$ cat src/hdl/tcba_pkg.sv
package tcba_pkg;

   // Fixed field widths of the request and response
   localparam int WANT_W    = 14;
   localparam int TIME_IN_W = 32;
   localparam int FIRST_W   = 13;

   // Request tdata layout, lowest bit first
   localparam int WANT_LSB     = 0;
   localparam int REQ_TIME_LSB = WANT_LSB + WANT_W;
   localparam int HOLD_LSB     = REQ_TIME_LSB + TIME_IN_W;
   localparam int REQ_BITS     = HOLD_LSB + TIME_IN_W;
   localparam int REQ_TDATA_W  = ((REQ_BITS + 7) / 8) * 8;
   localparam int RSP_TDATA_W  = ((FIRST_W + 7) / 8) * 8;

   // Default sizing
   localparam int DEF_NUM_BLOCKS = 8192;
   localparam int DEF_TIME_BITS  = 32;

   // Controller states
   typedef enum logic [2:0] {
      ST_CLEAR,
      ST_IDLE,
      ST_CHECK,
      ST_SCAN,
      ST_DECIDE,
      ST_WRITE,
      ST_DONE
   } state_type;

   // Controller to datapath
   typedef struct packed {
      logic start;        // capture request, reset scan state
      logic scan_active;  // read and evaluate blocks
      logic load_wr;      // load write pointer with the chosen start
      logic wr_active;    // mark one granted block per cycle
      logic clr_active;   // zero one entry per cycle after reset
      logic rsp_load;     // move result into the output register
   } cmd_type;

   // Datapath to controller
   typedef struct packed {
      logic want_ok;
      logic scan_hit;
      logic scan_end;
      logic have;
      logic wr_last;
      logic clr_last;
      logic rsp_free;
   } sts_type;

endpackage

$ cat src/hdl/tcba_ctrl.sv
module tcba_ctrl (
   input  logic             clock,
   input  logic             reset,
   input  logic             req_tvalid,
   output logic             req_tready,
   input  tcba_pkg::sts_type sts,
   output tcba_pkg::cmd_type cmd
);
   import tcba_pkg::*;

   state_type state_ff, state_in;

   // State register
   always_ff @(posedge clock) begin
      if (reset) begin
         state_ff <= ST_CLEAR;
      end else begin
         state_ff <= state_in;
      end
   end

   // Next state and commands
   always_comb begin
      state_in        = state_ff;
      cmd             = '0;
      req_tready      = 1'b0;
      unique case (state_ff)
         ST_CLEAR: begin
            cmd.clr_active = 1'b1;
            if (sts.clr_last) begin
               state_in = ST_IDLE;
            end
         end
         ST_IDLE: begin
            req_tready = 1'b1;
            if (req_tvalid) begin
               cmd.start = 1'b1;
               state_in  = ST_CHECK;
            end
         end
         ST_CHECK: begin
            state_in = sts.want_ok ? ST_SCAN : ST_DONE;
         end
         ST_SCAN: begin
            cmd.scan_active = 1'b1;
            if (sts.scan_hit || sts.scan_end) begin
               state_in = ST_DECIDE;
            end
         end
         ST_DECIDE: begin
            if (sts.have) begin
               cmd.load_wr = 1'b1;
               state_in    = ST_WRITE;
            end else begin
               state_in = ST_DONE;
            end
         end
         ST_WRITE: begin
            cmd.wr_active = 1'b1;
            if (sts.wr_last) begin
               state_in = ST_DONE;
            end
         end
         ST_DONE: begin
            if (sts.rsp_free) begin
               cmd.rsp_load = 1'b1;
               state_in     = ST_IDLE;
            end
         end
         default: begin
            state_in = ST_IDLE;
         end
      endcase
   end

   // Marking only happens for a found run
   assert property (@(posedge clock) disable iff (reset)
      (state_ff == ST_WRITE) |-> sts.have)
      else $error("write pass without a found run");

   // Scan always ends through the decision step
   assert property (@(posedge clock) disable iff (reset)
      (state_ff == ST_SCAN && (sts.scan_hit || sts.scan_end)) |=> (state_ff == ST_DECIDE))
      else $error("scan exit skipped decision");

   // Clearing pass runs only once after reset
   assert property (@(posedge clock) disable iff (reset)
      (state_ff != ST_CLEAR) |=> (state_ff != ST_CLEAR))
      else $error("clearing pass re-entered");

endmodule

$ cat config.mk
export PLATFORM = sky130hd
export DESIGN_NAME = tcba_ctrl
export DESIGN_NICKNAME = d
export VERILOG_FILES = /design/src/hdl/tcba_pkg.sv /design/src/hdl/tcba_ctrl.sv
export SDC_FILE = /design/constraint.sdc
export NUM_CORES = 1
export LEC_CHECK = 0
export ABC_AREA = 0
export BUFFER_PORTS_ARGS = -buffer_cell sky130_fd_sc_hd__buf_2
export CORE_AREA = 8 8 45 47
export CTS_CLUSTER_SIZE = 40
export DETAILED_ROUTE_END_ITERATION = 10
export DIE_AREA = 0 0 53 55
export GPL_TIMING_DRIVEN = 0
export PLACE_DENSITY = 0.54
export SLEW_MARGIN = 10
export SYNTH_ARGS = -nofsm -noshare
export SYNTH_HDL_FRONTEND = slang
export SYNTH_SLANG_ARGS = --single-unit
$ cat constraint.sdc
create_clock -name clock -period 2.5 [get_ports clock]
set_clock_uncertainty 0.15 [all_clocks]
set_input_delay 0.125 -clock clock [delete_from_list [all_inputs] [get_ports clock]]
set_output_delay 0.125 -clock clock [all_outputs]
set_load 0.1 [all_outputs]
* Word-level counts from Yosys, hierarchy flattened
Index checks and enable logic that the tools add are counted.
** Storage, ports and cells
- Bits in registers :: 3
- Latch bits :: 0
- Bits in writable memories :: 0
- Output and inout port bits :: 7
- Memories :: 0
- Word-level logic and storage cells :: 33
- ROM bits :: 0
- Bits of input ports :: 10
** Cells by class
- Equality and inequality tests :: 11
- Reduce and logical (&&, ||, !) cells :: 3
- $add $sub $neg :: 0
- Divide/modulo/power cells :: 0
- Multiplexer cells :: 18
- Shift-type cells :: 0
- $lt $le $gt $ge :: 0
- Bitwise logic cells :: 0
- Multiply operators :: 0
** Operator list (count)
- $pmux W3 S7 :: 1
- $mux W3 :: 6
- $mux W1 :: 10
- $ne A2 B2 Y1 const B :: 5
- $eq A3 B3 Y1 const B :: 3
- $eq A3 B2 Y1 const B :: 2
- $reduce_and A5 Y1 :: 1
- $eq A3 B1 Y1 const B :: 1
- $logic_not A3 Y1 :: 1
- $mux W2 :: 1
- $logic_or A1 B1 Y1 :: 1

* Depth between registers and ports, before layout
Gate-level depths: netlist of the first run.
- Depth in word-level cells :: 3
- Mapped depth :: 5
- Mapped depth without buffers :: 5

* Worst setup path before layout of the first run
OpenSTA, ideal clock, no wires.
- Path type :: reg-to-reg
- Start :: register state_ff[1]
- End :: register state_ff[0]
- Cell stages (with the launch flop) :: 5
- Library setup time :: 93 ps
- Data arrival time :: 3950 ps
- Path slack :: -1693 ps
- Path buffers :: 1
- Clock period less this slack :: 4193 ps
- Data required time :: 2257 ps
- Path through :: dfxtp_1 > clkbuf_1 > nor4_1 > nor2_1 > a311oi_1
** Between the ends
- Word-level cells in the longest chain between the ends :: 3
** Ends and longest elaborated chain
- start, declared :: line tcba_ctrl.sv:11 : state_type state_ff, state_in;
- start signal, assigned :: line tcba_ctrl.sv:18 : state_ff <= state_in;
- $eq A3 B2 Y1 (tied with other cells) :: line tcba_ctrl.sv:27 : unique case (state_ff)
- $ne A2 B2 Y1 (no line)
- $reduce_and A5 Y1 (no line)
Parallel ways exist; a longest one is shown, timed or not.
A chain may end at the register's enable or synchronous reset.

==> results of run 1 <==
-- synth_stat cells (all sizes together), types with 2 or more instances --
| cell type | number | area share (%) |
|---|---|---|
| buf | 2 | 5.8 |
| and2 | 2 | 3.9 |
| nand2b | 2 | 4.7 |
| nor2 | 5 | 5.8 |
| inv | 3 | 3.5 |
| nor2b | 2 | 3.9 |
| nand2 | 2 | 2.3 |
| a311oi | 2 | 5.4 |
| nor3 | 4 | 6.2 |
| dfxtp | 3 | 19 |
-- critical path, delay by kind of cell, from the launching register on --
kind	cells	cell delay, ns
DFF	1	0.35
and+or+nand+nor	2	0.23
buffers and inverters	2	0.86
-- path summary, 6_finish.rpt --
kind                             from                        to  slack, ns  cells after the start
max reg2reg  state_ff[2]$_SDFFE_PP0P_  state_ff[0]$_SDFFE_PP0P_       0.73                      5
min reg2reg  state_ff[1]$_SDFFE_PP0P_  state_ff[2]$_SDFFE_PP0P_       0.48                      3
min                            sts[6]  state_ff[2]$_SDFFE_PP0P_       0.19                      4
max          state_ff[1]$_SDFFE_PP0P_                    cmd[0]       0.54                      4
-- layout make-up --
class                           count  area, um^2
Buffer                              3        22.5
Clock buffer                        4        26.3
Fill cell                         140         896
Inverter                            3        11.3
Multi-Input combinational cell     34         258
Sequential cell                     3        60.1
Tap cell                           16        20.0
Timing Repair Buffer               17        90.1
-- kinds of logic (layout without fill, tap and decap cells) --
family / after synthesis / after routing / share of synthesized area [%]
buffers and inverters: 6 / 27 / 10.5
muxes: 1 / 1 / 3.49
AOI/OAI and AO/OA: 11 / 11 / 28.3
DFF: 3 / 3 / 18.6
and+or+nand+nor: 21 / 21 / 35.3
adders and majority gates: 1 / 1 / 3.88
-- routing by layer --
metal	routed length [um]	vias to the layer above	global-route usage [%]	share of wire [%]
met2	386	25	10.2	40
met4	12	0	2.59	1.2
met3	127	2	1.60	13
met5	0	-	0	0
li1	-	200	-	-
met1	440	176	7.41	46
-- metrics by stage --
stage / setup slack (ns) / hold WS [ns] / cells
detailed placement: 0.746 / 0.181 / 75
global placement: 0.743 / 0.182 / 75
floorplan: 0.177 / 0.0471 / 43
finish: 0.544 / 0.187 / 80
global route: 0.451 / 0.249 / 80
CTS: 0.517 / 0.183 / 80
-- repair_timing --
item | in CTS | in global routing
hold endpoints to repair | 3 | 0
hold buffers | 1 | 0
endpoints found under the setup margin | 0 | 0
==> parameters.txt, run 1 <==
Parameter                              Value

Final layout
  Share of the core filled with cells ... 35.3%
  Number of nets in the layout ... 76
  Final instance area ... 488 um^2
  Biggest register ... state_ff
  Most frequent standard cell in the layout excluding fill and tap cells ... sky130_fd_sc_hd__buf_2
  Fraction of final layout cells with drive strength greater than 1 ... 43.8%
  Largest registers ... state_ff x3
  Largest register FFs ... 3
  Commonest cells after routing, fill and taps aside ... sky130_fd_sc_hd__buf_2, sky130_fd_sc_hd__nor2_1, sky130_fd_sc_hd__inv_1, sky130_fd_sc_hd__clkbuf_4, sky130_fd_sc_hd__dfxtp_1
  Final antenna diode count ... 0
  Area growth from synthesis to final layout ... 51.2%

Floorplan
  Vert. Die Dim ... 55 um
  Number of standard-cell rows in the floorplan ... 14
  Ports placed on the boundary ... 17
  Die outline area ... 2920 um^2
  Chip Width ... 53 um
  Core Footprint ... 1380 um^2
  Starting density of the core ... 23.3%

GRT
  Maximum number of pins on one net before global-route repair ... 11
  Via count of the first global-routing pass ... 335
  Overflow after GRT ... 0
  Overall track demand over capacity in global routing ... 6.16%
  Wire length of the first global-routing pass ... 1.40 mm
  Number of antenna violations at the first check in global routing ... 0

Place
  Placed cell areas ... 452 um^2
  Number of port buffers ... 16
  Total half-perimeter wirelength after legalization and detailed placement ... 753 um
  Routability cong. ... 0.786

Clock network
  Clock input transition at the sequential cells of the worst setup and hold paths ... 0.04 ns
  H-Tree Level Count ... 1
  Total setup buffers inserted after CTS ... 0
  TritonCTS buffer count ... 3
  TritonCTS clock tree ... done
  Clk sinks ... 3
  Cts repair resizes ... 0
  Clock latency on the worst-skew pair ... 0.24 ns
  Maximum clock path buffer count ... 2
  Clock tree root driver cell ... sky130_fd_sc_hd__clkbuf_4

STA
  Fmax ... 511 MHz
  Final hold viol count ... 0
  Worst Tran Pin Value ... 0.499 ns
  Max-Slew Margin vs Limit ... 66.7%
  Final clock period utilization by the worst path ... 78.2%
  Unrepaired setup endpoints after global routing ... false
  Summed negative setup slack over all endpoints ... 0 ns
  Number of setup violations in the final report ... 0
  Final Slew Violations ... 0
  Post-route minimum period ... 1.96 ns

Critical path
  Startpoint class of the critical path ... register
  Maximum fanout along the worst path ... 10
  Kind of critical path ... register to primary output
  Critical Path Max Stage Delay ... 0.44 ns
  Endpoint arrival time on the critical path ... 1.68 ns
  Capturing element type of the critical path ... primary output
  Worst EP required ... 2.23 ns
  Worst-path cell chain ... clkbuf_1 -> nand2_1 -> nor3_2 -> buf_2
  Crit path max-delay cell type ... sky130_fd_sc_hd__buf_2

Logic synthesis
  Register area share after synthesis ... 18.6%
  Warnings from Yosys ... 0
  Post-synth top flop ... sky130_fd_sc_hd__dfxtp_1
  Register bit count reported by yosys ... 3
  Number of synthesized flops with an enable pin ... 0
  Mapped cell area ... 323 um^2
  Yosys cell types ... 28
  Ys async rst share ... 0%
  Avg Inst Size Synth ... 7.51 um^2
  Post-synthesis cell count ... 43
  Total nets after synthesis ... 54

Routing
  Final Routed Wirelength ... 967 um
  Drt first-iter violations ... 8
  Drt drc ... 0
  Routed len/inst ... 12.1 um
  Via density per instance ... 5.04
  Routed Antenna Nets ... 0
  Via Count ... 403
  TritonRoute pass-1 iters ... 4

Min path
  Class of the tightest hold or removal check ... input port to register

Flow run
  Total of max-cap violations ... 0

Status
  Outcome ... completed
Power of run 1 is left out: the tool's default activity adds up to more than one toggle a clock period on the data nets, which glitch-free logic cannot reach.
==> inputs of run 2 (changes only) <==
==> constraint.sdc (replaced) <==
create_clock -name clock -period 1.9 [get_ports clock]
set_clock_uncertainty 0.15 [all_clocks]
set_input_delay 0.095 -clock clock [delete_from_list [all_inputs] [get_ports clock]]
set_output_delay 0.095 -clock clock [all_outputs]
set_load 0.1 [all_outputs]
==> run 2 against run 1 <==
Effect of this change:
- die area unchanged
- worst hold slack worse by 0.015 ns
- via count down 4.5%
- wire length up 3.3%
- cell count unchanged
- core utilization up 2.2 points
- highest routed layer is now met3
- worst setup slack worse by 0.47 ns
- global-route usage up 0.72 points
==> parameters.txt, run 2 (synthesis results as in run 1) <==
Parameter                              Value

Status
  Outcome ... completed

STA
  Post-route minimum period ... 1.83 ns
  Worst Tran Pin Value ... 0.489 ns (-0.0101 ns)
  Number of setup violations in the final report ... 0 (unchanged)
  Smallest setup slack after layout ... 0.0722 ns (-0.472 ns)
  Final Slew Violations ... 0 (unchanged)
  Max-Slew Margin vs Limit ... 67.6% (+0.90 points)
  Min Hold Slack ... 0.172 ns (-0.0151 ns)
  Final clock period utilization by the worst path ... 96.2%
  Fmax ... 547 MHz
  Final hold viol count ... 0 (unchanged)

Routing
  TritonRoute pass-1 iters ... 1 (-3)
  Drt drc ... 0 (unchanged)
  Drt first-iter violations ... 0 (-8)
  Routed len/inst ... 12.5 um (+3.3%)
  Via Count ... 385 (-4.5%)
  Final Routed Wirelength ... 999 um (+3.3%)
  Routed Antenna Nets ... 0 (unchanged)
  Via density per instance ... 4.81 (-4.5%)

Place
  Routability cong. ... 0.805 (+2.5%)
  Post-place setup slack ... 0.0458 ns (-0.700 ns)
  Total half-perimeter wirelength after legalization and detailed placement ... 798 um (+5.9%)
  Number of port buffers ... 16 (unchanged)

Clock network
  TritonCTS buffer count ... 3 (unchanged)
  TritonCTS clock tree ... done
  Clock input transition at the sequential cells of the worst setup and hold paths ... 0.04 ns (about the same)
  H-Tree Level Count ... 1 (unchanged)
  Clock latency on the worst-skew pair ... 0.23 ns (about the same)
  Clock tree root driver cell ... sky130_fd_sc_hd__clkbuf_4
  Maximum clock path buffer count ... 2 (unchanged)
  Clk sinks ... 3 (unchanged)
  Total setup buffers inserted after CTS ... 0 (unchanged)

Floorplan
  Starting density of the core ... 23.3% (unchanged)
  Number of standard-cell rows in the floorplan ... 14 (unchanged)
  Core Footprint ... 1380 um^2 (unchanged)
  Die outline area ... 2920 um^2 (unchanged)
  Chip Width ... 53 um (unchanged)
  Ports placed on the boundary ... 17 (unchanged)
  Vert. Die Dim ... 55 um (unchanged)

Min path
  Class of the tightest hold or removal check ... input port to register

Critical path
  Startpoint class of the critical path ... register
  Capturing element type of the critical path ... register
  Maximum fanout along the worst path ... 9 (-1)
  Setup slack on the worst flop-to-flop path ... 0.07 ns (-0.66 ns)
  Worst EP required ... 1.89 ns (-0.34 ns)
  Endpoint arrival time on the critical path ... 1.82 ns (+0.14 ns)
  Kind of critical path ... register to register

Final layout
  Largest registers ... state_ff x3
  Final antenna diode count ... 0 (unchanged)
  Most frequent standard cell in the layout excluding fill and tap cells ... sky130_fd_sc_hd__buf_2
  Number of nets in the layout ... 76 (unchanged)
  Largest register FFs ... 3 (unchanged)
  Number of filler instances in the final layout ... 154 (+10%)
  Fraction of final layout cells with drive strength greater than 1 ... 51.6% (+7.8 points)
  Commonest cells after routing, fill and taps aside ... sky130_fd_sc_hd__buf_2, sky130_fd_sc_hd__clkbuf_4, sky130_fd_sc_hd__inv_1, sky130_fd_sc_hd__dfxtp_1
  Area growth from synthesis to final layout ... 60.5%
  Biggest register ... state_ff

GRT
  Overall track demand over capacity in global routing ... 6.88% (+0.72 points)
  Maximum number of pins on one net before global-route repair ... 11 (unchanged)
  Via count of the first global-routing pass ... 358 (+6.9%)
  Overflow after GRT ... 0 (unchanged)
  Wire length of the first global-routing pass ... 1.55 mm (+10%)
  Number of antenna violations at the first check in global routing ... 0 (unchanged)

Flow run
  Total of max-cap violations ... 0 (unchanged)
-- run 2: timing repair --
action	CTS	global route
gates cloned	0	0
gates resized for setup	1	3
hold buffers	1	0
endpoints found under the hold margin	3	0
setup endpoints to repair	1	2
-- run 2: cell type report --
type / count / area [um^2] / area share, %
timing repair buffer: 17 / 92.6 / 17.9
clock buffer: 4 / 26.3 / 5.07
multi-input combinational: 34 / 284 / 54.8
inverter: 3 / 11.3 / 2.17
tap: 16 / 20.0 / 3.86
buffer: 3 / 23.8 / 4.59
sequential: 3 / 60.1 / 11.6
-- run 2: per-layer routing --
| layer | global-route usage (%) | vias to the layer above | routed length (um) |
|---|---|---|---|
| met4 | 0 | 0 | 0 |
| met5 | 0 | - | 0 |
| met3 | 3.74 | 0 | 112 |
| li1 | - | 204 | - |
| met2 | 12.1 | 13 | 488 |
| met1 | 7.59 | 168 | 398 |
-- run 2: worst max-delay path: stages, from the launching register on --
cell and delay (ns):
sky130_fd_sc_hd__dfxtp_1 0.31, sky130_fd_sc_hd__buf_6 0.13, sky130_fd_sc_hd__nand2b_2 0.22, sky130_fd_sc_hd__o311a_1 0.34, sky130_fd_sc_hd__or2_1 0.29, sky130_fd_sc_hd__a311oi_2 0.28
-- run 2: per-stage QoR --
step	cells	cell area (um^2)	utilization, %	setup TNS (ns)
after floorplan	43	369	-	-0.550
after global placement	75	469	33.9	0
after detailed placement	75	469	33.9	0
after CTS	80	507	36.6	0
after global routing	80	518	37.4	-0.00799
final	80	518	37.4	0
-- run 2: final timing paths --
kind,startpoint,to,cells after the start
setup / recovery,state_ff[2]$_SDFFE_PP0P_,state_ff[0]$_SDFFE_PP0P_,5
hold reg to reg,state_ff[1]$_SDFFE_PP0P_,state_ff[2]$_SDFFE_PP0P_,3
hold / removal,sts[6],state_ff[2]$_SDFFE_PP0P_,4
setup reg to reg,state_ff[2]$_SDFFE_PP0P_,state_ff[0]$_SDFFE_PP0P_,5
Power of run 2 is left out for the same reason.
